File: config.mk
export PLATFORM = sky130hd
export DESIGN_NAME = lnf_ram
export DESIGN_NICKNAME = d
export VERILOG_FILES = /design/src/sv/lnf_ram.sv
export SDC_FILE = /design/constraint.sdc
export NUM_CORES = 1
export LEC_CHECK = 0
export BUFFER_PORTS_ARGS = -buffer_cell sky130_fd_sc_hd__buf_2
export CAP_MARGIN = 5
export CORE_ASPECT_RATIO = 1.5
export CORE_MARGIN = 2
export CORE_UTILIZATION = 30
export CTS_CLUSTER_DIAMETER = 60
export DETAILED_ROUTE_END_ITERATION = 16
export GPL_ROUTABILITY_DRIVEN = 1
export RECOVER_POWER = 50
export SLEW_MARGIN = 0
export SYNTH_ARGS = -nofsm -noshare
export SYNTH_HDL_FRONTEND = slang
export SYNTH_SLANG_ARGS = --single-unit
File: constraint.sdc
create_clock -name clk -period 2.7 [get_ports clk]
set_input_delay 0.27 -clock clk [delete_from_list [all_inputs] [get_ports clk]]
set_output_delay 0.27 -clock clk [all_outputs]
set_load 0.01 [all_outputs]
File: src/sv/lnf_ram.sv
// Generic single-write, single-read RAM with registered read data.
`default_nettype none
module lnf_ram #(
  parameter int WIDTH = 16,
  parameter int DEPTH = 64,
  localparam int AW = $clog2(DEPTH)
) (
  input  logic             clk,
  input  logic             we,
  input  logic [AW-1:0]    waddr,
  input  logic [WIDTH-1:0] wdata,
  input  logic [AW-1:0]    raddr,
  output logic [WIDTH-1:0] rdata
);
  logic [WIDTH-1:0] mem [DEPTH];

  always_ff @(posedge clk) begin
    if (we) begin
      mem[waddr] <= wdata;
    end
    rdata <= mem[raddr];
  end
endmodule
`default_nettype wire

== Word level (Yosys, flattened, before mapping) ==
Memories as Yosys holds them, arrays and structs flattened. A register that Yosys moved wholly into a read port is not among the register bits.
Index checks and enable logic that the tools add are counted.
Operators by class
  multiplexer cells: 2
Operators by type and width (number)
  $mux W1: 2
Storage, ports and cells
  register bits: 0
  RAM bits: 1024
  bits of input ports: 30
  output and inout port bits: 16
  word-level logic and storage cells: 3
  memories: 1
Memories
  mem: depth 64, width 16, rd ports 1, clocked after Yosys merged registers in 1, wr ports 1, line 15  | logic [WIDTH-1:0] mem [DEPTH];

== Depth between registers and ports, before layout ==
Gate-level depths: netlist of run 1.
  word-level depth: 2
  depth in mapped cells: 10
  depth with buffers taken out: 5

== Worst setup path before layout of run 1 ==
OpenSTA, ideal clock, no wires.
  path kind: input to register
  from: input waddr[3]
  to: memory mem[48][0], enable pin
  arrival time: 1.896 ns
  data required time: 2.291 ns
  setup slack: 0.395 ns
  cell stages on the path: 4
  cells stage by stage: clkbuf_1 > nor2b_1 > nand4b_1 > nor3_1
RTL lines
  start, declared: line 10  | input logic [AW-1:0] waddr,
  end, declared: line 15
No word-level cell before the write port.

== Final worst setup path of run 1 ==
  from: input wdata[4]
  to: memory mem[24][4], data pin
RTL lines
  start, declared: line 11  | input logic [WIDTH-1:0] wdata,
No word-level cell before the write port.

==> results of run 1 <==
## layout make-up
cell class | count | area share [%]
sequential | 1040 | 67.0
tap | 1743 | 4.70
clock buffer | 107 | 4.95
clock inverter | 51 | 1.11
timing repair buffer | 265 | 4.39
antenna | 2 | 0.0108
multi-input combinational | 685 | 17.8
## layout by cell type, fill, tap and decap left out, types with 3 or more instances in the layout
master,n
sky130_fd_sc_hd__a211o_1,8
sky130_fd_sc_hd__a211oi_1,8
sky130_fd_sc_hd__a21oi_1,17
sky130_fd_sc_hd__a221o_1,6
sky130_fd_sc_hd__a221oi_1,16
sky130_fd_sc_hd__a22o_1,6
sky130_fd_sc_hd__a22oi_1,39
sky130_fd_sc_hd__a311oi_1,8
sky130_fd_sc_hd__a31oi_1,8
sky130_fd_sc_hd__a41oi_1,5
sky130_fd_sc_hd__and4_1,5
sky130_fd_sc_hd__buf_12,21
sky130_fd_sc_hd__buf_2,25
sky130_fd_sc_hd__buf_4,169
sky130_fd_sc_hd__bufinv_16,6
sky130_fd_sc_hd__clkbuf_1,60
sky130_fd_sc_hd__clkbuf_16,89
sky130_fd_sc_hd__clkbuf_2,5
sky130_fd_sc_hd__clkinv_1,16
sky130_fd_sc_hd__clkinv_2,15
sky130_fd_sc_hd__clkinvlp_4,4
sky130_fd_sc_hd__dfxtp_1,16
sky130_fd_sc_hd__edfxtp_1,1024
sky130_fd_sc_hd__inv_16,3
sky130_fd_sc_hd__mux2_2,27
sky130_fd_sc_hd__mux2i_1,85
sky130_fd_sc_hd__mux4_1,4
sky130_fd_sc_hd__mux4_2,220
sky130_fd_sc_hd__nand2_1,59
sky130_fd_sc_hd__nand2b_1,3
sky130_fd_sc_hd__nand3_1,24
sky130_fd_sc_hd__nand4_1,12
sky130_fd_sc_hd__nor2_1,72
sky130_fd_sc_hd__nor2b_1,30
sky130_fd_sc_hd__nor4_2,3
sky130_fd_sc_hd__o21ai_0,5
sky130_fd_sc_hd__o21ai_1,3
## routing by layer
| metal | vias up | track usage [%] |
|---|---|---|
| met2 | 687 | 26.3 |
| met1 | 10374 | 17.2 |
| met3 | 177 | 2.18 |
| li1 | 8160 | - |
| met5 | - | 0 |
| met4 | 6 | 6.60 |
## synth_stat cells, drive strengths merged
cell type / number / area (sq um)
dfxtp: 16 / 320
and2: 2 / 12.5
a221oi: 16 / 140
clkbuf: 27 / 108
nor4: 3 / 37.5
nand4b: 1 / 8.76
and4: 5 / 43.8
or3: 1 / 6.26
nor2b: 30 / 188
a211oi: 8 / 60.1
nor3: 2 / 10.0
a311oi: 8 / 70.1
mux2i: 85 / 851
nand2b: 3 / 18.8
a211o: 8 / 70.1
buf: 77 / 626
nand2: 60 / 233
a22o: 6 / 52.6
or3b: 1 / 8.76
a41oi: 5 / 43.8
nand4: 12 / 75.1
edfxtp: 1024 / 30700
a21oi: 17 / 85.1
a22oi: 39 / 293
a221o: 6 / 60.1
mux4: 224 / 5060
nor2: 74 / 283
a31oi: 8 / 50.1
nand3b: 2 / 15.0
o21ai: 8 / 40.0
nand3: 24 / 120
mux2: 27 / 304
## through the flow
step / TNS [ns] / cell area, sq um / utilization [%] / hold WS (ns)
floorplan: 0 / 40000 / - / 0.369
global placement: -0.0615 / 43700 / 32.9 / 0.678
detailed placement: -0.0282 / 43700 / 32.9 / 0.678
CTS: 0 / 46500 / 35.0 / 0.0415
global route: 0 / 46400 / 34.9 / 0.0941
finish: 0 / 46400 / 34.9 / 0.0845
## registers in the layout (all words and copies together) (netlist names)
register and count:
mem 1024, rdata 16
## logic make-up after synthesis
kind of cell           after synthesis
DFF                               1040
muxes                              336
and+or+nand+nor                    220
AOI/OAI and AO/OA                  129
buffers and inverters              104
## worst min path at each step
| stage | end | slack [ns] | depth (start not counted) |
|---|---|---|---|
| 2_1_floorplan | mem[0][0]$_DFFE_PP_ | 0.37 | 0 |
| 3_3_place_gp | rdata[3] | 0.68 | 1 |
| 3_5_place_dp | rdata[3] | 0.68 | 1 |
| 4_1_cts | mem[49][8]$_DFFE_PP_ | 0.04 | 2 |
| 5_1_grt | mem[49][8]$_DFFE_PP_ | 0.09 | 2 |
| 6_report | mem[49][8]$_DFFE_PP_ | 0.08 | 2 |
## power breakdown
part	internal [mW]	total [mW]	switching, mW
clock network	6.72	12.6	5.84
registers	17.9	17.9	0.0674
logic	0.701	1.81	1.11
total	25.3	32.3	7.02
==> impl_metrics.xml, run 1 <==
<?xml version="1.0" encoding="UTF-8"?>
<metrics>
  <group name="sta">
    <metric name="final-max-slew-violation-count" unit="">479</metric>
    <metric name="fin_skew" unit="ns">0.0304</metric>
    <metric name="worstMarginPinSlew" unit="ns">2.72</metric>
    <metric name="clock_period_minus_worst_slack" unit="ns">2.35</metric>
    <metric name="unrepaired_setup_endpoints_after_global_routing" unit="">false</metric>
    <metric name="timing.slew.headroom" unit="%">-81.4</metric>
    <metric name="max_freq" unit="MHz">425</metric>
    <metric name="postLayoutSetupSlackWorst" unit="ns">0.349</metric>
    <metric name="final-hold-violation-count" unit="">0</metric>
    <metric name="fin_crit_sh" unit="%">87.1</metric>
    <metric name="finalSetupViolations" unit="">0</metric>
  </group>
  <group name="critical_path">
    <metric name="crit_path_start" unit="">wdata[4]</metric>
    <metric name="crit_path_frequent_cell" unit="">sky130_fd_sc_hd__clkbuf_1</metric>
    <metric name="worstPathArrival" unit="ns">2.67</metric>
    <metric name="worstPathMaxFanout" unit="">36</metric>
    <metric name="crit_path_cells" unit="">clkbuf_1 -&gt; clkbuf_1</metric>
    <metric name="endpoint_kind" unit="">register</metric>
    <metric name="path_delay_family" unit="">buffers and inverters</metric>
    <metric name="start_kind" unit="">input port</metric>
    <metric name="reg2reg_path_depth" unit="">6</metric>
    <metric name="setup.worst_path.class" unit="">input port to register</metric>
    <metric name="worst-path-stages" unit="">2</metric>
    <metric name="crit_buf_inv" unit="">2</metric>
    <metric name="r2r-end" unit="">rdata[3]$_DFF_P_</metric>
    <metric name="critPathMaxStageDelay" unit="ns">1.45</metric>
    <metric name="crit-reg2reg-launch" unit="">mem[1][3]$_DFFE_PP_</metric>
    <metric name="slowest_stage_cell_cp" unit="">sky130_fd_sc_hd__clkbuf_1</metric>
    <metric name="worstPathRequired" unit="ns">3.02</metric>
    <metric name="timing.reg2reg.setup_slack" unit="ns">0.54</metric>
    <metric name="worst_setup_path_endpoint" unit="">mem[24][4]$_DFFE_PP_</metric>
  </group>
  <group name="power">
    <metric name="worst_ir_drop_vdd" unit="V">0.000527</metric>
    <metric name="p_leak" unit="nW">14.5</metric>
    <metric name="power_density" unit="mW/mm^2">697</metric>
    <metric name="fin_total_pwr" unit="mW">32.3</metric>
  </group>
  <group name="global_routing">
    <metric name="grt_max_degree" unit="">65</metric>
    <metric name="number_of_antenna_violations_at_the_first_check_in_global_routing" unit="">11</metric>
    <metric name="vias_in_the_first_global_route" unit="">20138</metric>
    <metric name="grt_pass1_wl" unit="mm">143</metric>
    <metric name="globalRouteTotalUtil" unit="%">14.6</metric>
    <metric name="gr-total-overflow" unit="">0</metric>
  </group>
  <group name="run">
    <metric name="timing.max_cap.violations" unit="">13</metric>
  </group>
  <group name="floorplan">
    <metric name="starting_density" unit="%">30.2</metric>
    <metric name="chipHeight" unit="um">451</metric>
    <metric name="die_x" unit="um">302</metric>
    <metric name="rows" unit="">164</metric>
    <metric name="die_area" unit="sq mm">0.136</metric>
    <metric name="core-area" unit="sq mm">0.133</metric>
    <metric name="boundaryPins" unit="">46</metric>
  </group>
  <group name="drt">
    <metric name="detailedRoute.firstIterationViolations" unit="">1946</metric>
    <metric name="antenna_left" unit="">0</metric>
    <metric name="drt-total-wl" unit="mm">100</metric>
    <metric name="dr_total_vias" unit="">19404</metric>
    <metric name="met2_wirelength" unit="mm">53.2</metric>
    <metric name="met3WireLength" unit="mm">5.54</metric>
    <metric name="average_wire_per_standard_cell" unit="um">25.7</metric>
    <metric name="m1WireLength" unit="mm">36.9</metric>
    <metric name="top_layer" unit="">met5</metric>
    <metric name="vias_per_cell" unit="">4.98</metric>
    <metric name="detailedRoute.firstPassIterationCount" unit="">5</metric>
    <metric name="detail_route.drc_violations" unit="">0</metric>
  </group>
  <group name="synth">
    <metric name="synth-simple-area-share" unit="%">2.65</metric>
    <metric name="distinct_cell_type_count_of_the_synthesized_netlist" unit="">43</metric>
    <metric name="synth_top_family_by_area" unit="">multiplexers</metric>
    <metric name="adder_and_majority_gate_portion_of_the_synthesized_area" unit="%">0</metric>
    <metric name="postSynthRegisterBits" unit="">1040</metric>
    <metric name="synth-seq-area-share" unit="%">77.6</metric>
    <metric name="synthesis.yosys.warnings" unit="">0</metric>
    <metric name="synthesis.area" unit="sq mm">0.0400</metric>
    <metric name="post_synth.cell_area_avg" unit="sq um">21.9</metric>
    <metric name="post_synth_xor_area_fraction" unit="%">0</metric>
    <metric name="synth_compound_area_share" unit="%">2.41</metric>
    <metric name="synthMuxAreaShare" unit="%">15.5</metric>
    <metric name="synthesized_nets" unit="">1859</metric>
    <metric name="syn-instance-count" unit="">1829</metric>
  </group>
  <group name="placement">
    <metric name="placed_cells" unit="">3733</metric>
    <metric name="detailedPlacementHpwl" unit="mm">66.0</metric>
    <metric name="gpl.final_weighted_congestion" unit="">0.828</metric>
    <metric name="port_buffers" unit="">45</metric>
    <metric name="detailedPlace.worstSlack" unit="ns">-0.0282</metric>
  </group>
  <group name="cells_and_area">
    <metric name="area.growth.synth_to_final" unit="%">15.8</metric>
    <metric name="multi_input_area" unit="sq mm">0.00825</metric>
    <metric name="layout-drive-gt1-share" unit="%">28.1</metric>
    <metric name="finalNonFillerCells" unit="">3893</metric>
    <metric name="num-fill-cells" unit="">12147</metric>
    <metric name="final_net_count" unit="">2110</metric>
    <metric name="regArea" unit="sq mm">0.0311</metric>
  </group>
  <group name="clock_network">
    <metric name="post_cts_resize_count" unit="">0</metric>
    <metric name="cts.clk_slew.worst_paths" unit="ns">0.07</metric>
    <metric name="hold_buffers" unit="">0</metric>
    <metric name="cts_root_buffer_type" unit="">sky130_fd_sc_hd__clkbuf_16</metric>
    <metric name="cts_num_sinks" unit="">1040</metric>
    <metric name="cts.htree.levels" unit="">3</metric>
    <metric name="tritoncts_buffers" unit="">88</metric>
    <metric name="clock_path_buffers" unit="">3</metric>
    <metric name="clkLatencyLatePin" unit="ns">0.69</metric>
    <metric name="post_cts_buffers" unit="">0</metric>
    <metric name="tritoncts" unit="">yes</metric>
  </group>
  <group name="status">
    <metric name="failed_checks" unit="">max-capacitance violations, max-slew violations</metric>
    <metric name="run_status" unit="">complete, but fails checks</metric>
  </group>
  <group name="hold_path">
    <metric name="worstHoldPathType" unit="">input port to register</metric>
    <metric name="hold_path.startpoint" unit="">waddr[1]</metric>
  </group>
</metrics>
Power figures use the tool's default switching activity.
==> run 2: changes to the inputs <==
--- a/config.mk
+++ b/config.mk
@@ -7,7 +7,7 @@
 export LEC_CHECK = 0
 export BUFFER_PORTS_ARGS = -buffer_cell sky130_fd_sc_hd__buf_2
 export CAP_MARGIN = 5
-export CORE_ASPECT_RATIO = 1.5
+export CORE_ASPECT_RATIO = 1.1
 export CORE_MARGIN = 2
 export CORE_UTILIZATION = 30
 export CTS_CLUSTER_DIAMETER = 60
==> run 2 against run 1 <==
Compared with the run above: the run still ends with max-capacitance violations, max-slew violations left; worst hold slack improved by 0.095 ns; first-iteration DRC count fell by 12%; combinational power is 3% lower; total power grew 7.0%; sequential share of layout area down 0.86 points; maximum frequency is 7.7% higher; cell count increased by 1.1%; routed wire length down 2.2%; die area about the same.
==> impl_metrics.xml, run 2 (synthesis results as in run 1) <==
<?xml version="1.0" encoding="UTF-8"?>
<metrics>
  <group name="status">
    <metric name="run_status" unit="">complete, but fails checks</metric>
    <metric name="failed_checks" unit="">max-capacitance violations, max-slew violations</metric>
  </group>
  <group name="clock_network">
    <metric name="clock_path_buffers" unit="">3</metric>
    <metric name="cts_num_sinks" unit="">1040</metric>
    <metric name="cts.clk_slew.worst_paths" unit="ns">0.06</metric>
    <metric name="cts_root_buffer_type" unit="">sky130_fd_sc_hd__clkbuf_16</metric>
    <metric name="hold_buffers" unit="">2</metric>
    <metric name="tritoncts" unit="">yes</metric>
    <metric name="tritoncts_buffers" unit="">106</metric>
    <metric name="clkLatencyLatePin" unit="ns">0.68</metric>
    <metric name="post_cts_resize_count" unit="">0</metric>
    <metric name="cts.htree.levels" unit="">3</metric>
    <metric name="post_cts_buffers" unit="">0</metric>
  </group>
  <group name="sta">
    <metric name="worstMarginPinSlew" unit="ns">2.56</metric>
    <metric name="final-hold-violation-count" unit="">0</metric>
    <metric name="fin_skew" unit="ns">0.0337</metric>
    <metric name="fin_worst_hold_slack" unit="ns">0.180</metric>
    <metric name="finalSetupTns" unit="ns">0</metric>
    <metric name="max_freq" unit="MHz">458</metric>
    <metric name="fin_crit_sh" unit="%">80.9</metric>
    <metric name="finalSetupViolations" unit="">0</metric>
    <metric name="clock_period_minus_worst_slack" unit="ns">2.18</metric>
    <metric name="timing.slew.headroom" unit="%">-70.5</metric>
    <metric name="unrepaired_setup_endpoints_after_global_routing" unit="">false</metric>
    <metric name="final-max-slew-violation-count" unit="">445</metric>
  </group>
  <group name="power">
    <metric name="p_leak" unit="nW">14.8</metric>
    <metric name="power_frac_seq" unit="%">51.9</metric>
    <metric name="power_density" unit="mW/mm^2">736</metric>
    <metric name="netSwitchingFraction" unit="%">21.2</metric>
    <metric name="switching_power" unit="mW">7.33</metric>
    <metric name="fin_total_pwr" unit="mW">34.6</metric>
    <metric name="pwr-share-clk" unit="%">43.0</metric>
    <metric name="p_int" unit="mW">27.2</metric>
    <metric name="worst_ir_drop_vdd" unit="V">0.000624</metric>
    <metric name="comb_power_share" unit="%">5.1</metric>
  </group>
  <group name="hold_path">
    <metric name="timing.hold.worst_endpoint" unit="">mem[48][15]$_DFFE_PP_</metric>
    <metric name="worstHoldPathType" unit="">input port to register</metric>
    <metric name="hold_depth" unit="">2</metric>
    <metric name="hold_path.startpoint" unit="">waddr[2]</metric>
  </group>
  <group name="floorplan">
    <metric name="rows" unit="">140</metric>
    <metric name="chipHeight" unit="um">387</metric>
    <metric name="core-area" unit="sq mm">0.132</metric>
    <metric name="boundaryPins" unit="">46</metric>
    <metric name="die_x" unit="um">352</metric>
    <metric name="die_area" unit="sq mm">0.136</metric>
    <metric name="starting_density" unit="%">30.2</metric>
  </group>
  <group name="run">
    <metric name="timing.max_cap.violations" unit="">9</metric>
  </group>
  <group name="global_routing">
    <metric name="grt_pass1_wl" unit="mm">142</metric>
    <metric name="gr-total-overflow" unit="">0</metric>
    <metric name="grt_max_degree" unit="">65</metric>
    <metric name="vias_in_the_first_global_route" unit="">20306</metric>
    <metric name="number_of_antenna_violations_at_the_first_check_in_global_routing" unit="">11</metric>
    <metric name="globalRouteTotalUtil" unit="%">14.1</metric>
  </group>
  <group name="drt">
    <metric name="vias_per_cell" unit="">4.95</metric>
    <metric name="dr_total_vias" unit="">19471</metric>
    <metric name="detailedRoute.firstIterationViolations" unit="">1709</metric>
    <metric name="antenna_left" unit="">0</metric>
    <metric name="drt-total-wl" unit="mm">98.0</metric>
    <metric name="detailedRoute.firstPassIterationCount" unit="">5</metric>
    <metric name="detail_route.drc_violations" unit="">0</metric>
    <metric name="average_wire_per_standard_cell" unit="um">24.9</metric>
  </group>
  <group name="placement">
    <metric name="detailedPlacementHpwl" unit="mm">61.5</metric>
    <metric name="port_buffers" unit="">45</metric>
    <metric name="gpl.final_weighted_congestion" unit="">0.808</metric>
  </group>
  <group name="critical_path">
    <metric name="endpoint_kind" unit="">register</metric>
    <metric name="crit_buf_inv" unit="">2</metric>
    <metric name="setup.worst_path.class" unit="">input port to register</metric>
    <metric name="critPathMaxStageDelay" unit="ns">1.52</metric>
    <metric name="worstPathRequired" unit="ns">3.05</metric>
    <metric name="crit_path_frequent_cell" unit="">sky130_fd_sc_hd__clkbuf_1</metric>
    <metric name="reg2reg_path_depth" unit="">6</metric>
    <metric name="worstPathMaxFanout" unit="">41</metric>
    <metric name="crit-reg2reg-launch" unit="">mem[28][13]$_DFFE_PP_</metric>
    <metric name="path_delay_family" unit="">buffers and inverters</metric>
    <metric name="r2r-end" unit="">rdata[13]$_DFF_P_</metric>
    <metric name="slowest_stage_cell_cp" unit="">sky130_fd_sc_hd__clkbuf_1</metric>
    <metric name="crit_path_cells" unit="">clkbuf_1 -&gt; clkbuf_1</metric>
    <metric name="start_kind" unit="">input port</metric>
    <metric name="timing.reg2reg.setup_slack" unit="ns">0.67</metric>
    <metric name="worstPathArrival" unit="ns">2.53</metric>
  </group>
  <group name="cells_and_area">
    <metric name="layout.cells.most_common" unit="">sky130_fd_sc_hd__edfxtp_1</metric>
    <metric name="final_cell_mix" unit="">1024 x sky130_fd_sc_hd__edfxtp_1, 220 x sky130_fd_sc_hd__mux4_2, 149 x sky130_fd_sc_hd__buf_4, 106 x sky130_fd_sc_hd__clkbuf_16, 85 x sky130_fd_sc_hd__mux2i_1</metric>
    <metric name="largest_register_ffs" unit="">1024</metric>
    <metric name="max_flop_register" unit="">mem</metric>
    <metric name="area.growth.synth_to_final" unit="%">17.3</metric>
    <metric name="layout-drive-gt1-share" unit="%">28.8</metric>
    <metric name="final_net_count" unit="">2104</metric>
    <metric name="largest_registers" unit="">mem (1024), rdata (16)</metric>
  </group>
</metrics>
==> run 2: cell count changes in the layout (fill, tap and decap cells not counted), moves of 5 or more <==
cell                        before  now
sky130_fd_sc_hd__clkbuf_16      89  106
sky130_fd_sc_hd__clkbuf_8        1    7
sky130_fd_sc_hd__bufinv_16       6   13
sky130_fd_sc_hd__clkinv_2       15   20
sky130_fd_sc_hd__clkbuf_1       60   45
sky130_fd_sc_hd__buf_4         169  149
==> run 2: how the worst max path moves through the flow <==
stage | from | end | cells after the start
after floorplan | waddr[3] | mem[48][0]$_DFFE_PP_ | 4
after global placement | raddr[0] | rdata[5]$_DFF_P_ | 7
after detailed placement | raddr[0] | rdata[5]$_DFF_P_ | 7
after CTS | mem[47][5]$_DFFE_PP_ | rdata[5]$_DFF_P_ | 4
after global routing | wdata[8] | mem[39][8]$_DFFE_PP_ | 2
final | wdata[8] | mem[39][8]$_DFFE_PP_ | 2
==> run 2: per-layer routing <==
layer  part of all wire, %  GRT usage (%)  vias to the layer above
met2                    49           23.7                      646
met3                   6.4           2.55                      167
met1                    42           18.9                    10448
met4                   2.6           3.95                       12
met5                 0.083              0                        -
li1                      -              -                     8198
==> run 2: through the flow <==
stage / cell area [sq um] / cells / util [%] / setup WS, ns
after floorplan: 40000 / 1829 / - / 0.395
after global placement: 43500 / 3739 / 32.8 / 0.0670
after detailed placement: 43500 / 3739 / 32.8 / 0.0578
after CTS: 47100 / 3935 / 35.6 / 0.646
after global routing: 46900 / 3935 / 35.5 / 0.357
final: 47000 / 3937 / 35.5 / 0.516
==> run 2: power by group through the flow <==
stage / sequential [mW] / clock [mW] / combinational [mW]
finish: 18.0 / 14.9 / 1.76
global route: 18.0 / 15.7 / 1.88
CTS: 17.9 / 15.1 / 1.81
detailed placement: 18.3 / 0 / 1.81
global placement: 18.3 / 0 / 1.77
floorplan: 18.3 / 0 / 0.925
==> run 2: area by class of cell <==
cell class	instances	area (sq um)
multi-input cells	685	8240
well taps	1775	2220
clock buffers	125	2780
flip-flops and latches	1040	31100
fillers	12183	85500
repair buffers	241	1830
diodes	2	5.00
clock inverters	69	806
