===== src/sv/lnf_pkg.sv =====
// Shared types and constants of the layer norm block.
`default_nettype none
package lnf_pkg;
  localparam int DEF_MAX_CHANNELS = 64;
  localparam int DATA_W = 16;
  localparam int IDX_W = 6;
  localparam int RSTD_W = 24;
  localparam int SUM_W = 23;
  localparam int CNT_W = 7;
  localparam int VSUM_W = 39;
  localparam int DIVD_W = 55;
  localparam int DIVS_W = 33;
  localparam int WORD_W = 3 * DATA_W;
  localparam logic [15:0] EPS_RESET = 16'd168;
  localparam logic [RSTD_W-1:0] RSTD_MAX = 24'hFFFFFF;

  typedef struct packed {
    logic signed [SUM_W-1:0] sum;
    logic [CNT_W-1:0] count;
  } job_t;

  typedef struct packed {
    logic start;
    logic [DIVD_W-1:0] dividend;
    logic [DIVS_W-1:0] divisor;
  } div_req_t;

  typedef struct packed {
    logic done;
    logic [DIVD_W-1:0] quot;
  } div_rsp_t;
endpackage
`default_nettype wire


===== src/sv/lnf_front.sv =====
// Front end: takes elements, stores the word, keeps the running row sum.
`default_nettype none
module lnf_front #(
  parameter int MAX_CHANNELS = lnf_pkg::DEF_MAX_CHANNELS,
  localparam int AW = $clog2(MAX_CHANNELS),
  localparam int CW = $clog2(MAX_CHANNELS + 1),
  localparam int SW = lnf_pkg::DATA_W + AW
) (
  input  logic                        clk,
  input  logic                        rst,
  input  logic                        start,
  output logic                        busy,
  input  logic signed [15:0]          element_value,
  input  logic signed [15:0]          scale_value,
  input  logic signed [15:0]          shift_value,
  input  logic                        row_end,
  input  logic                        q_empty,
  input  logic                        back_active,
  output logic                        ram_we,
  output logic [AW-1:0]               ram_waddr,
  output logic [lnf_pkg::WORD_W-1:0]  ram_wdata,
  output logic                        q_push,
  output lnf_pkg::job_t               q_job
);
  logic signed [SW-1:0] sum;
  logic signed [SW-1:0] sum_next;
  logic [CW-1:0]        count;
  logic [CW-1:0]        count_next;
  logic                 accept;
  logic                 take;

  assign busy   = !q_empty || back_active;
  assign accept = start && !busy;
  // elements past the channel limit are dropped
  assign take   = accept && (count < CW'(MAX_CHANNELS));

  assign sum_next   = take ? sum + SW'(element_value) : sum;
  assign count_next = take ? count + CW'(1) : count;

  assign ram_we    = take;
  assign ram_waddr = count[AW-1:0];
  assign ram_wdata = {shift_value, scale_value, element_value};

  assign q_push      = accept && row_end;
  assign q_job.sum   = lnf_pkg::SUM_W'(sum_next);
  assign q_job.count = lnf_pkg::CNT_W'(count_next);

  always_ff @(posedge clk) begin
    if (rst) begin
      sum   <= '0;
      count <= '0;
    end else if (accept) begin
      if (row_end) begin
        sum   <= '0;
        count <= '0;
      end else begin
        sum   <= sum_next;
        count <= count_next;
      end
    end
  end
endmodule
`default_nettype wire


===== config.mk =====
export PLATFORM = sky130hd
export DESIGN_NAME = lnf_front
export DESIGN_NICKNAME = d
export VERILOG_FILES = /design/src/sv/lnf_pkg.sv /design/src/sv/lnf_front.sv
export SDC_FILE = /design/constraint.sdc
export NUM_CORES = 1
export LEC_CHECK = 0
export BUFFER_PORTS_ARGS = -buffer_cell sky130_fd_sc_hd__buf_2
export CORE_AREA = 2 2 90 126
export DETAILED_ROUTE_END_ITERATION = 6
export DIE_AREA = 0 0 92 128
export GPL_ROUTABILITY_DRIVEN = 0
export PLACE_DENSITY = 0.59
export REMOVE_ABC_BUFFERS = 1
export SYNTH_ARGS = -nofsm -noshare
export SYNTH_HDL_FRONTEND = slang
export SYNTH_SLANG_ARGS = --single-unit

===== constraint.sdc =====
create_clock -name clk -period 7.2 [get_ports clk]
set_input_delay 1.08 -clock clk [delete_from_list [all_inputs] [get_ports clk]]
set_output_delay 1.08 -clock clk [all_outputs]
set_load 0.01 [all_outputs]

Word-level counts from Yosys, hierarchy flattened --
Index checks and enable logic that the tools add are counted.
Word-level totals: register bits 29, output and inout bits 87
Cells by class: add/subtract/negate cells 2, $lt $le $gt $ge 1, muxes and demuxes 4, reduce and logical (&&, ||, !) cells 6
Operator list (number):
- 22-bit two-way mux | 2
- 22-bit by 16-bit adder with 22-bit output | 1
- 7-bit two-way mux | 2
- 7-bit by 1-bit adder with 7-bit output (second input constant) | 1
- 7-bit less-than comparator (second input constant) | 1
- 1-bit logical AND | 3
- 1-bit zero test | 2
- 1-bit logical OR | 1

Longest topological paths before layout --
Gate-level depths: netlist of run 1.
word-level depth 7, mapped depth 10

Least setup slack after synthesis of run 1 --
No wires, ideal clock.
path kind input to output, from in element_value[15], to out q_job[29] in the netlist's numbering, data arrival time 3.110 ns, data required time 6.120 ns, setup slack 3.010 ns, cell stages on the path 10, path buffers 2, cell sequence ha_1 > buf_6 > a21o_1 > a31o_4 > nor3_4 > o221ai_2 > or3_4 > and3_1 > xor2_1 > buf_4
RTL lines:
- from (decl) | RTL line lnf_front.sv:13 | input logic signed [15:0] element_value,
- to (decl) | RTL line lnf_front.sv:23 | output lnf_pkg::job_t q_job

==> impl_results.md, run 1 <==
* Measured slew at the worst slew-check pin at 0.8137 ns
* Post-Place Setup Slack at 2.725 ns
* Top cells by area, synth: dfxtp_1, buf_4, ha_1
* Critical Path Source Type: primary input
* RSZ-0062 raised after global routing: false
* Post CTS Setup Buffer Count at 0
* Cell Area, Synth at 3118 µm²
* Cell mode on critical path: buf_2
* P_leak at 1.595 nW
* FP Rows at 45
* Final number of setup-violating endpoints at 0
* Sequential-to-total area share from yosys stat at 0.1862
* Ports at 141
* Post-synth EDFFs at 0
* Skew final at 0.008228 ns
* Worst IR Drop VDD at 0.07365 mV
* Die span in x at 92 µm
* Achievable Freq at 0.2213 GHz
* Via/cell ratio at 5.172
* CTS tree: yes
* CTS H-tree lvls at 2
* DRC at 0
* Final Instance Area at 3342 µm²
* Area Overhead vs Synth at 7.183%
* Yosys warns at 0
* Post-CTS sizing at 0
* Placed Area at 3199 µm²
* Total CTS buffers at 5
* Clock transition at path regs at 0.05 ns
* Clk_lat worst skew at 0.28 ns
* Fraction of layout cells with a size suffix above 1 at 0.2287
* Crit path cell chain: buf_2 > ha_1 > inv_1 > fa_1 > nor2b_1 > o21a_1 > o21ai_0 > a21oi_2 > a21oi_1 > or4_1 > nand3_1 > buf_2
* Final Hold Viols at 0
* HPWL Detailed at 7279 µm
* Initial antenna violation count at 0
* Max incr delay on CP at 0.51 ns
* DR pass1 iterations at 4
* Core Region at 10700 µm²
* Syn Inst Count at 433
* Synth area leader: dfxtp_1
* Min Tclk post-route at 4.519 ns
* CTS Root Cell: clkbuf_16
* Remaining global-route overflow at 0
* Starting density of the core at 0.2915
* # nets final at 522
* Period utilization at 0.6277
* Die ar. at 11780 µm²
* Final WL at 9277 µm
* Worst Path Arrival at 3.44 ns
* Total track usage at 0.1542
* FILL cells at 1192
* Slowest CP cell: or4_1
* Vias in the first global route at 2891
* Top-area cell type share of the netlist area at 0.1862
* Final worst setup slack at 2.681 ns
* Die Y at 128 µm
* Worst min path class: reg2reg
* Overall power at 0.4715 mW
* Via count at 3036
* Post-synth top flop: dfxtp_1
* Critical Path End Type: output pin
* Syn Area/Cell at 7.201 µm²
* First-pass GRT wire length at 14350 µm
* Largest net degree at the start of global routing at 48
* Status: finished clean
* CP Max Fanout at 6
* Worst Path Required at 6.12 ns
* Post-synthesis cell type count at 50
* Power density cells at 141.1 nW/µm²
* Hold Buf Count CTS at 0
* Critical path type: in2out
* Final setup TNS at 0 ns
* Final hold slack at 0.4709 ns
* Max cap viols at 0
* Final ANT Viol Nets at 0
* Ant diodes at 0
* Initial DRC Count at 163
* Clock sink count at 29
* Post-synth ARST share at 0
* Slew HR at 0.4560
* Slew Limit Fails at 0
* Per-cell routed wire length at 15.80 µm
* CTS Buffer Depth at 2
* Port bufs at 76
* Register bit total from synthesis at 29
==> path summary, 6_finish.rpt <==
path	start	end	slack (ns)	cells past startpoint
setup / recovery	element_value[0]	q_job[21]	2.68	12
setup reg to reg	sum[0]$_SDFFE_PP0P_	sum[12]$_SDFFE_PP0P_	4.80	10
hold / removal	sum[10]$_SDFFE_PP0P_	sum[10]$_SDFFE_PP0P_	0.47	2
hold reg to reg	sum[10]$_SDFFE_PP0P_	sum[10]$_SDFFE_PP0P_	0.47	2
==> worst max-delay path, delay by kind of cell <==
kind / cells / cell delay [ns]
fa+ha+maj: 2 / 0.55
compound gates: 4 / 0.81
simple gates: 3 / 0.73
buf+inv: 3 / 0.28
==> cells in the mapped netlist (4+ instances only) <==
library cell,n
a21oi_1,31
o21a_1,7
o31ai_1,5
clkbuf_1,14
xor2_1,6
xnor2_1,12
inv_1,14
nand2b_1,4
buf_4,55
nand3_1,10
ha_1,22
nand2_1,56
a22oi_1,10
and2_1,4
nand4_1,9
or3_1,4
dfxtp_1,29
or2_2,4
mux2i_1,4
nor2b_1,4
and3_1,7
nor3_1,11
nor2_1,33
o21ai_0,37
a21o_1,10
==> power by group <==
part	switching, mW	leakage [nW]	internal (mW)
Combinational	0.0621	1.29	0.0382
Sequential	0.00247	0.234	0.163
Clock	0.0787	0.0696	0.127
Total	0.143	1.60	0.328
==> metrics by stage <==
step	instances	util
2_1_floorplan	360	-
3_5_place_dp	579	0.2991
5_1_grt	587	0.3124
3_3_place_gp	579	0.2991
6_report	587	0.3124
4_1_cts	587	0.3124
==> registers in the layout (all words and copies together) (netlist names) <==
signal	cells
sum	22
count	7
==> cell usage in the layout, fill, tap and decap left out, types with 11 or more instances in the layout <==
master / instances
ha_1: 22
inv_1: 14
nor2_1: 33
dfxtp_1: 29
nand2_1: 56
buf_2: 76
o21ai_0: 37
nor3_1: 11
a21oi_1: 31
xnor2_1: 12
==> cell type report <==
cell class / count / area (µm²) / area share
multi-input combinational: 317 / 1994 / 0.5968
timing repair buffer: 78 / 395.4 / 0.1183
tap: 141 / 176.4 / 0.05279
clock inverter: 3 / 17.52 / 0.005241
inverter: 14 / 52.55 / 0.01572
sequential: 29 / 580.6 / 0.1737
clock buffer: 5 / 125.1 / 0.03744
==> kinds of logic (layout without fill, tap and decap cells) <==
family / Yosys count / in the layout / share of synthesized area
buffers and inverters: 87 / 100 / 0.1742
flip-flops: 29 / 29 / 0.1862
XOR/XNOR: 18 / 18 / 0.05056
multiplexers: 4 / 4 / 0.01284
AND/OR/NAND/NOR: 153 / 153 / 0.2364
AO/OA/AOI/OAI: 119 / 119 / 0.2452
adder cells (fa/ha/maj): 23 / 23 / 0.09470
==> metal layers <==
metal | GRT usage | up-vias | wire, µm
met2 | 0.2716 | 104 | 4524
met1 | 0.1695 | 1426 | 3813
met4 | 0.03687 | 0 | 122
met5 | 0.03509 | - | 0
li1 | - | 1495 | -
met3 | 0.06408 | 11 | 817
Note: power is estimated with default switching activity, not from simulation.
==> run 2, diff against run 1 <==
Clock period 7.2 ns to 4.54 ns, I/O delays scaled along.
==> run 2 against run 1 <==
  * Clock-buffer cell count rose by 2
  * Global-route usage rose by 0.11 points
  * Cell count is the same
  * Setup slack worse by 1.8 ns
  * Die area did not move
  * Core utilization up 0.14 points
  * First-iteration DRC count decreased by 45%
  * Final area grew 0.45%
  * Critical endpoint unchanged
  * Highest routed layer unchanged
==> impl_results.md, run 2 (synthesized netlist as in run 1, its figures left out) <==
* Status: finished clean (unchanged)
* Sw power at 0.2250 mW (was 0.1433 mW)
* Final WL at 9232 µm (was 9277 µm)
* Skew final at 0.004096 ns (was 0.008228 ns)
* Period utilization at 0.8082
* Clock transition at path regs at 0.05 ns (about the same)
* Reg2reg path depth at 10 (unchanged)
* Initial DRC Count at 90 (was 163)
* Source of the worst register-to-register timing path: sum[0]$_SDFFE_PP0P_ (unchanged)
* Die Y at 128 µm (unchanged)
* CTS Buffer Depth at 2 (unchanged)
* Starting density of the core at 0.2915 (unchanged)
* Fraction of layout cells with a size suffix above 1 at 0.2287 (unchanged)
* P_leak at 1.605 nW (was 1.595 nW)
* Hold Crit Depth at 2 (unchanged)
* Max cap viols at 0 (unchanged)
* Clk_lat worst skew at 0.27 ns (was 0.28 ns)
* DR pass1 iterations at 4 (unchanged)
* Largest register FFs at 22 (unchanged)
* Ant diodes at 0 (unchanged)
* Fin cells at 587 (unchanged)
* # nets final at 522 (unchanged)
* Critical Path End Type: output pin (unchanged)
* CTS H-tree lvls at 2 (unchanged)
* CP Max Fanout at 6 (unchanged)
* Die ar. at 11780 µm² (unchanged)
* Sw Ratio at 0.2897 (was 0.3039)
* Final Hold Viols at 0 (unchanged)
* Worst Path Required at 3.86 ns (was 6.12 ns)
* HPWL Detailed at 7280 µm (was 7279 µm)
* Port bufs at 76 (unchanged)
* Vias in the first global route at 2899 (was 2891)
* Measured slew at the worst slew-check pin at 0.8029 ns (was 0.8137 ns)
* Clk pwr share at 0.458 (was 0.435)
* Slew HR at 0.4633 (was 0.4560)
* Final number of setup-violating endpoints at 0 (unchanged)
* Ports at 141 (unchanged)
* Achievable Freq at 0.2725 GHz
* Gate power share at 0.204 (was 0.213)
* Die span in x at 92 µm (unchanged)
* Part of the power in registers at 0.339 (was 0.352)
* Slew Limit Fails at 0 (unchanged)
* Core Region at 10700 µm² (unchanged)
* Critical Path Source Type: primary input (unchanged)
* Clock sink count at 29 (unchanged)
* Worst Path Arrival at 2.99 ns (was 3.44 ns)
* Post-CTS sizing at 0 (unchanged)
* Critical path type: in2out (unchanged)
* Worst min path class: reg2reg (unchanged)
* Via count at 2992 (was 3036)
* Min Tclk post-route at 3.669 ns
* Area Overhead vs Synth at 7.665% (was 7.183%)
* RSZ-0062 raised after global routing: false (unchanged)
* CTS tree: yes (unchanged)
* Critical path startpoint: element_value[0] (unchanged)
* Power density cells at 231.4 nW/µm² (was 141.1 nW/µm²)
* Worst IR Drop VDD at 0.1135 mV (was 0.07365 mV)
* Final setup TNS at 0 ns (unchanged)
* Final ANT Viol Nets at 0 (unchanged)
* Most common cell after layout, fill and taps aside: buf_2 (unchanged)
* Initial antenna violation count at 0 (unchanged)
* Largest net degree at the start of global routing at 48 (unchanged)
* Largest register by flop count: sum (unchanged)
* Dpl cells at 579 (unchanged)
* Post CTS Setup Buffer Count at 0 (unchanged)
* Total CTS buffers at 5 (unchanged)
* Commonest cells after routing, fill and taps aside: buf_2, nand2_1, o21ai_0, nor2_1, a21oi_1 (unchanged)
* Largest registers: sum x22, count x7 (unchanged)
* End point of the critical path: q_job[21] (unchanged)
* Per-cell routed wire length at 15.73 µm (was 15.80 µm)
* First-pass GRT wire length at 14610 µm (was 14350 µm)
* DRC at 0 (unchanged)
* CTS Root Cell: clkbuf_16 (unchanged)
* Internal power at 0.5518 mW (was 0.3282 mW)
* Total track usage at 0.1553 (was 0.1542)
* RR Endpoint: sum[16]$_SDFFE_PP0P_ (was sum[12]$_SDFFE_PP0P_)
* R2R Setup Slk at 2.18 ns (was 4.80 ns)
* FP Rows at 45 (unchanged)
* Via/cell ratio at 5.097 (was 5.172)
* Remaining global-route overflow at 0 (unchanged)
* Hold Buf Count CTS at 0 (unchanged)
[run 2: changes by cell type in the layout (fill, tap and decap cells not counted), sizes merged]
cell      change
clkinvlp      -1
clkbuf        +2
clkinv        -1
[run 2: cell type report]
type,count,area (µm²)
Sequential cell,29,580.6
Timing Repair Buffer,78,395.4
Clock buffer,7,152.6
Inverter,14,52.55
Fill cell,1205,7341
Tap cell,141,176.4
Multi-Input combinational cell,317,1994
Clock inverter,1,5.005
[run 2: power by group through the flow]
stage                     combinational, mW  sequential [mW]  clock (mW)
final                                 0.158            0.263       0.355
after global routing                  0.178            0.264       0.375
after CTS                             0.161            0.263       0.363
after detailed placement              0.160            0.269           0
after global placement                0.158            0.268           0
after floorplan                      0.0952            0.268           0
[run 2: metal layers]
metal,global-route usage,share of wire
met4,0.03600,0.013
met1,0.1774,0.41
met5,0.03509,0
met2,0.2664,0.48
met3,0.06408,0.095
[run 2: how the worst min path moves through the flow]
| stage | to | slack (ns) | from |
|---|---|---|---|
| floorplan | sum[10]$_SDFFE_PP0P_ | 0.44 | sum[10]$_SDFFE_PP0P_ |
| global placement | sum[10]$_SDFFE_PP0P_ | 0.45 | sum[10]$_SDFFE_PP0P_ |
| detailed placement | sum[10]$_SDFFE_PP0P_ | 0.47 | sum[10]$_SDFFE_PP0P_ |
| CTS | sum[10]$_SDFFE_PP0P_ | 0.48 | sum[10]$_SDFFE_PP0P_ |
| global route | sum[10]$_SDFFE_PP0P_ | 0.50 | sum[10]$_SDFFE_PP0P_ |
| finish | sum[10]$_SDFFE_PP0P_ | 0.47 | sum[10]$_SDFFE_PP0P_ |
[run 2: critical path: stages]
cell     delay [ns]
buf_2          0.08
ha_1           0.16
inv_1          0.05
fa_1           0.39
nor2b_1        0.13
o21a_1         0.15
o21ai_0        0.11
a21oi_2        0.31
a21oi_1        0.20
or4_1          0.50
nand3_1        0.09
buf_2          0.13
[run 2: per-stage QoR]
step           cell area, µm²    util  setup slack (ns)  power (mW)  hold WS (ns)
2_1_floorplan            2628       -             1.227      0.3629        0.4351
3_3_place_gp             3199  0.2991            0.9240      0.4260        0.4530
3_5_place_dp             3199  0.2991            0.8674      0.4288        0.4670
4_1_cts                  3357  0.3138            0.8475      0.7873        0.4788
5_1_grt                  3357  0.3138            0.6551      0.8165        0.4965
6_report                 3357  0.3138            0.8707      0.7768        0.4730
==> run 3, diff against run 2 <==
Settings changed: PLACE_DENSITY 0.59 to 0.61.
Clock period 4.54 ns to 3.3 ns, I/O delays scaled along.
==> run 3 against run 2 <==
  * Power is 34% higher
  * Sequential power is 38% higher
  * First-iteration DRC count is 27% higher
  * Register-to-register slack worse by 1.1 ns
  * Worst hold slack worse by 0.0047 ns
  * Final area is 3.3% higher
  * Clock power is 25% higher
  * Routed wire length is 2.7% higher
  * Via count is 2.6% higher
  * Global-route usage is 0.15 points higher
  * Die area stayed put
==> impl_results.md, run 3 (synthesized netlist as in run 1, its figures left out) <==
* Status: finished clean (unchanged)
* FP Rows at 45 (unchanged)
* Worst Path Required at 2.80 ns (was 3.86 ns)
* Largest registers: sum x22, count x7 (unchanged)
* Achievable Freq at 0.3162 GHz
* Source of the worst register-to-register timing path: sum[0]$_SDFFE_PP0P_ (unchanged)
* Ports at 141 (unchanged)
* Die span in x at 92 µm (unchanged)
* Critical path startpoint: sum[0]$_SDFFE_PP0P_ (was element_value[0])
* Critical Path End Type: output pin (unchanged)
* Fraction of layout cells with a size suffix above 1 at 0.2604 (was 0.2287)
* Ant diodes at 0 (unchanged)
* Die Y at 128 µm (unchanged)
* Core Region at 10700 µm² (unchanged)
* Final ANT Viol Nets at 0 (unchanged)
* RSZ-0062 raised after global routing: false (unchanged)
* Via count at 3071 (was 2992)
* Slew Limit Fails at 0 (unchanged)
* Total track usage at 0.1568 (was 0.1553)
* Largest register FFs at 22 (unchanged)
* CTS tree: yes (unchanged)
* FILL cells at 1204 (was 1205)
* Initial antenna violation count at 0 (unchanged)
* Worst min path class: reg2reg (unchanged)
* CTS H-tree lvls at 2 (unchanged)
* HP Start: sum[10]$_SDFFE_PP0P_ (unchanged)
* Reg2reg path depth at 11 (was 10)
* Max cap viols at 0 (unchanged)
* DRC at 0 (unchanged)
* Largest register by flop count: sum (unchanged)
* Per-cell routed wire length at 15.86 µm (was 15.73 µm)
* Overall power at 1.038 mW (was 0.7768 mW)
* Hold Crit Depth at 2 (unchanged)
* Starting density of the core at 0.2915 (unchanged)
* Total CTS buffers at 5 (unchanged)
* CP Max Fanout at 6 (unchanged)
* Clock transition at path regs at 0.05 ns (about the same)
* Area Overhead vs Synth at 11.20% (was 7.665%)
* Die ar. at 11780 µm² (unchanged)
* Commonest cells after routing, fill and taps aside: buf_2, nand2_1, o21ai_0, nor2_1, a21oi_1 (unchanged)
* DR pass1 iterations at 4 (unchanged)
* R2R Setup Slk at 1.05 ns (was 2.18 ns)
* Min Tclk post-route at 3.163 ns
* Clock sink count at 29 (unchanged)
* Final WL at 9482 µm (was 9232 µm)
* RR Endpoint: sum[20]$_SDFFE_PP0P_ (was sum[16]$_SDFFE_PP0P_)
* Remaining global-route overflow at 0 (unchanged)
* Final number of setup-violating endpoints at 0 (unchanged)
* Vias in the first global route at 3007 (was 2899)
* Final hold slack at 0.4683 ns (was 0.4730 ns)
* Sw power at 0.3136 mW (was 0.2250 mW)
* Measured slew at the worst slew-check pin at 0.8344 ns (was 0.8029 ns)
* Internal power at 0.7246 mW (was 0.5518 mW)
* P_leak at 1.654 nW (was 1.605 nW)
* Part of the power in registers at 0.349 (was 0.339)
* Clk pwr share at 0.429 (was 0.458)
* Period utilization at 0.9583
* Slew HR at 0.4394 (was 0.4633)
* Worst Path Arrival at 2.67 ns (was 2.99 ns)
* Via/cell ratio at 5.135 (was 5.097)
* Final setup TNS at 0 ns (unchanged)
* CTS Buffer Depth at 2 (unchanged)
* Gate power share at 0.222 (was 0.204)
* Largest net degree at the start of global routing at 34 (was 48)
* Final Util at 0.3241 (was 0.3138)
* Hold Buf Count CTS at 0 (unchanged)
* Critical path type: reg2out (was in2out)
* Port bufs at 76 (unchanged)
* HPWL Detailed at 7474 µm (was 7280 µm)
* Skew final at 0.005231 ns (was 0.004096 ns)
* Final Hold Viols at 0 (unchanged)
* CTS Root Cell: clkbuf_16 (unchanged)
* Sw Ratio at 0.3020 (was 0.2897)
* Initial DRC Count at 114 (was 90)
* First-pass GRT wire length at 14790 µm (was 14610 µm)
* Power density cells at 299.5 nW/µm² (was 231.4 nW/µm²)
* # nets final at 533 (was 522)
* Hold Path End: sum[10]$_SDFFE_PP0P_ (unchanged)
* Clk_lat worst skew at 0.28 ns (was 0.27 ns)
* Most common cell after layout, fill and taps aside: buf_2 (unchanged)
* Worst IR Drop VDD at 0.1832 mV (was 0.1135 mV)
* Critical Path Source Type: flip-flop (was primary input)
run 3: cell types whose count changed in the layout (fill, tap and decap cells not counted), moves of 2 or more:
cell / delta
a21oi_1: -2
a21oi_2: +2
buf_4: +10
clkbuf_8: -2
run 3: critical path: stages, from the launching register on:
cell	delay, ns
dfxtp_2	0.33
ha_1	0.16
inv_1	0.05
fa_1	0.39
nor2b_1	0.13
o21a_1	0.15
o21ai_0	0.10
a21oi_2	0.15
buf_4	0.17
a21oi_2	0.07
or4_1	0.47
nand3_1	0.08
buf_2	0.13
run 3: per-stage QoR:
step	std cells	setup WS (ns)	cell area (µm²)
after CTS	597	0.01559	3430
final	598	0.1375	3467
after global routing	598	0.01534	3467
after global placement	589	0.1120	3287
after floorplan	360	0.3590	2628
after detailed placement	589	0.1061	3287
run 3: worst max path at each step:
| stage | endpoint | slack [ns] |
|---|---|---|
| detailed placement | q_job[29] | 0.11 |
| CTS | q_job[21] | 0.02 |
| finish | q_job[21] | 0.14 |
| global placement | q_job[21] | 0.11 |
| floorplan | q_job[28] | 0.36 |
| global route | q_job[27] | 0.02 |
run 3: power groups by stage:
stage / Clock (mW) / Sequential [mW] / Combinational [mW]
after global routing: 0.469 / 0.363 / 0.258
after global placement: 0 / 0.369 / 0.226
after floorplan: 0 / 0.368 / 0.131
after detailed placement: 0 / 0.369 / 0.229
final: 0.445 / 0.362 / 0.231
after CTS: 0.457 / 0.362 / 0.230
run 3: routing by layer:
metal | wire length, µm | up-vias | global-route usage | share of wire
li1 | - | 1516 | - | -
met1 | 3844 | 1424 | 0.1775 | 0.41
met2 | 4577 | 115 | 0.2673 | 0.48
met3 | 909 | 14 | 0.06584 | 0.096
met4 | 124 | 2 | 0.04302 | 0.013
met5 | 26 | - | 0.03070 | 0.0027
run 3: cell type report:
type                       count  area [µm²]  share of cell area
clock buffer                   5       125.1             0.03609
clock inverter                 3       17.52            0.005052
inverter                      14       52.55             0.01516
multi-input combinational    317        2023              0.5835
sequential                    29       581.8              0.1678
tap                          141       176.4             0.05088
timing repair buffer          89       490.5              0.1415
run 3: timing repair:
| item | CTS | global route |
|---|---|---|
| endpoints found under the hold margin | 0 | 0 |
| gates resized for setup | 0 | 7 |
| setup endpoints to repair | 0 | 8 |
| setup buffers | 0 | 1 |
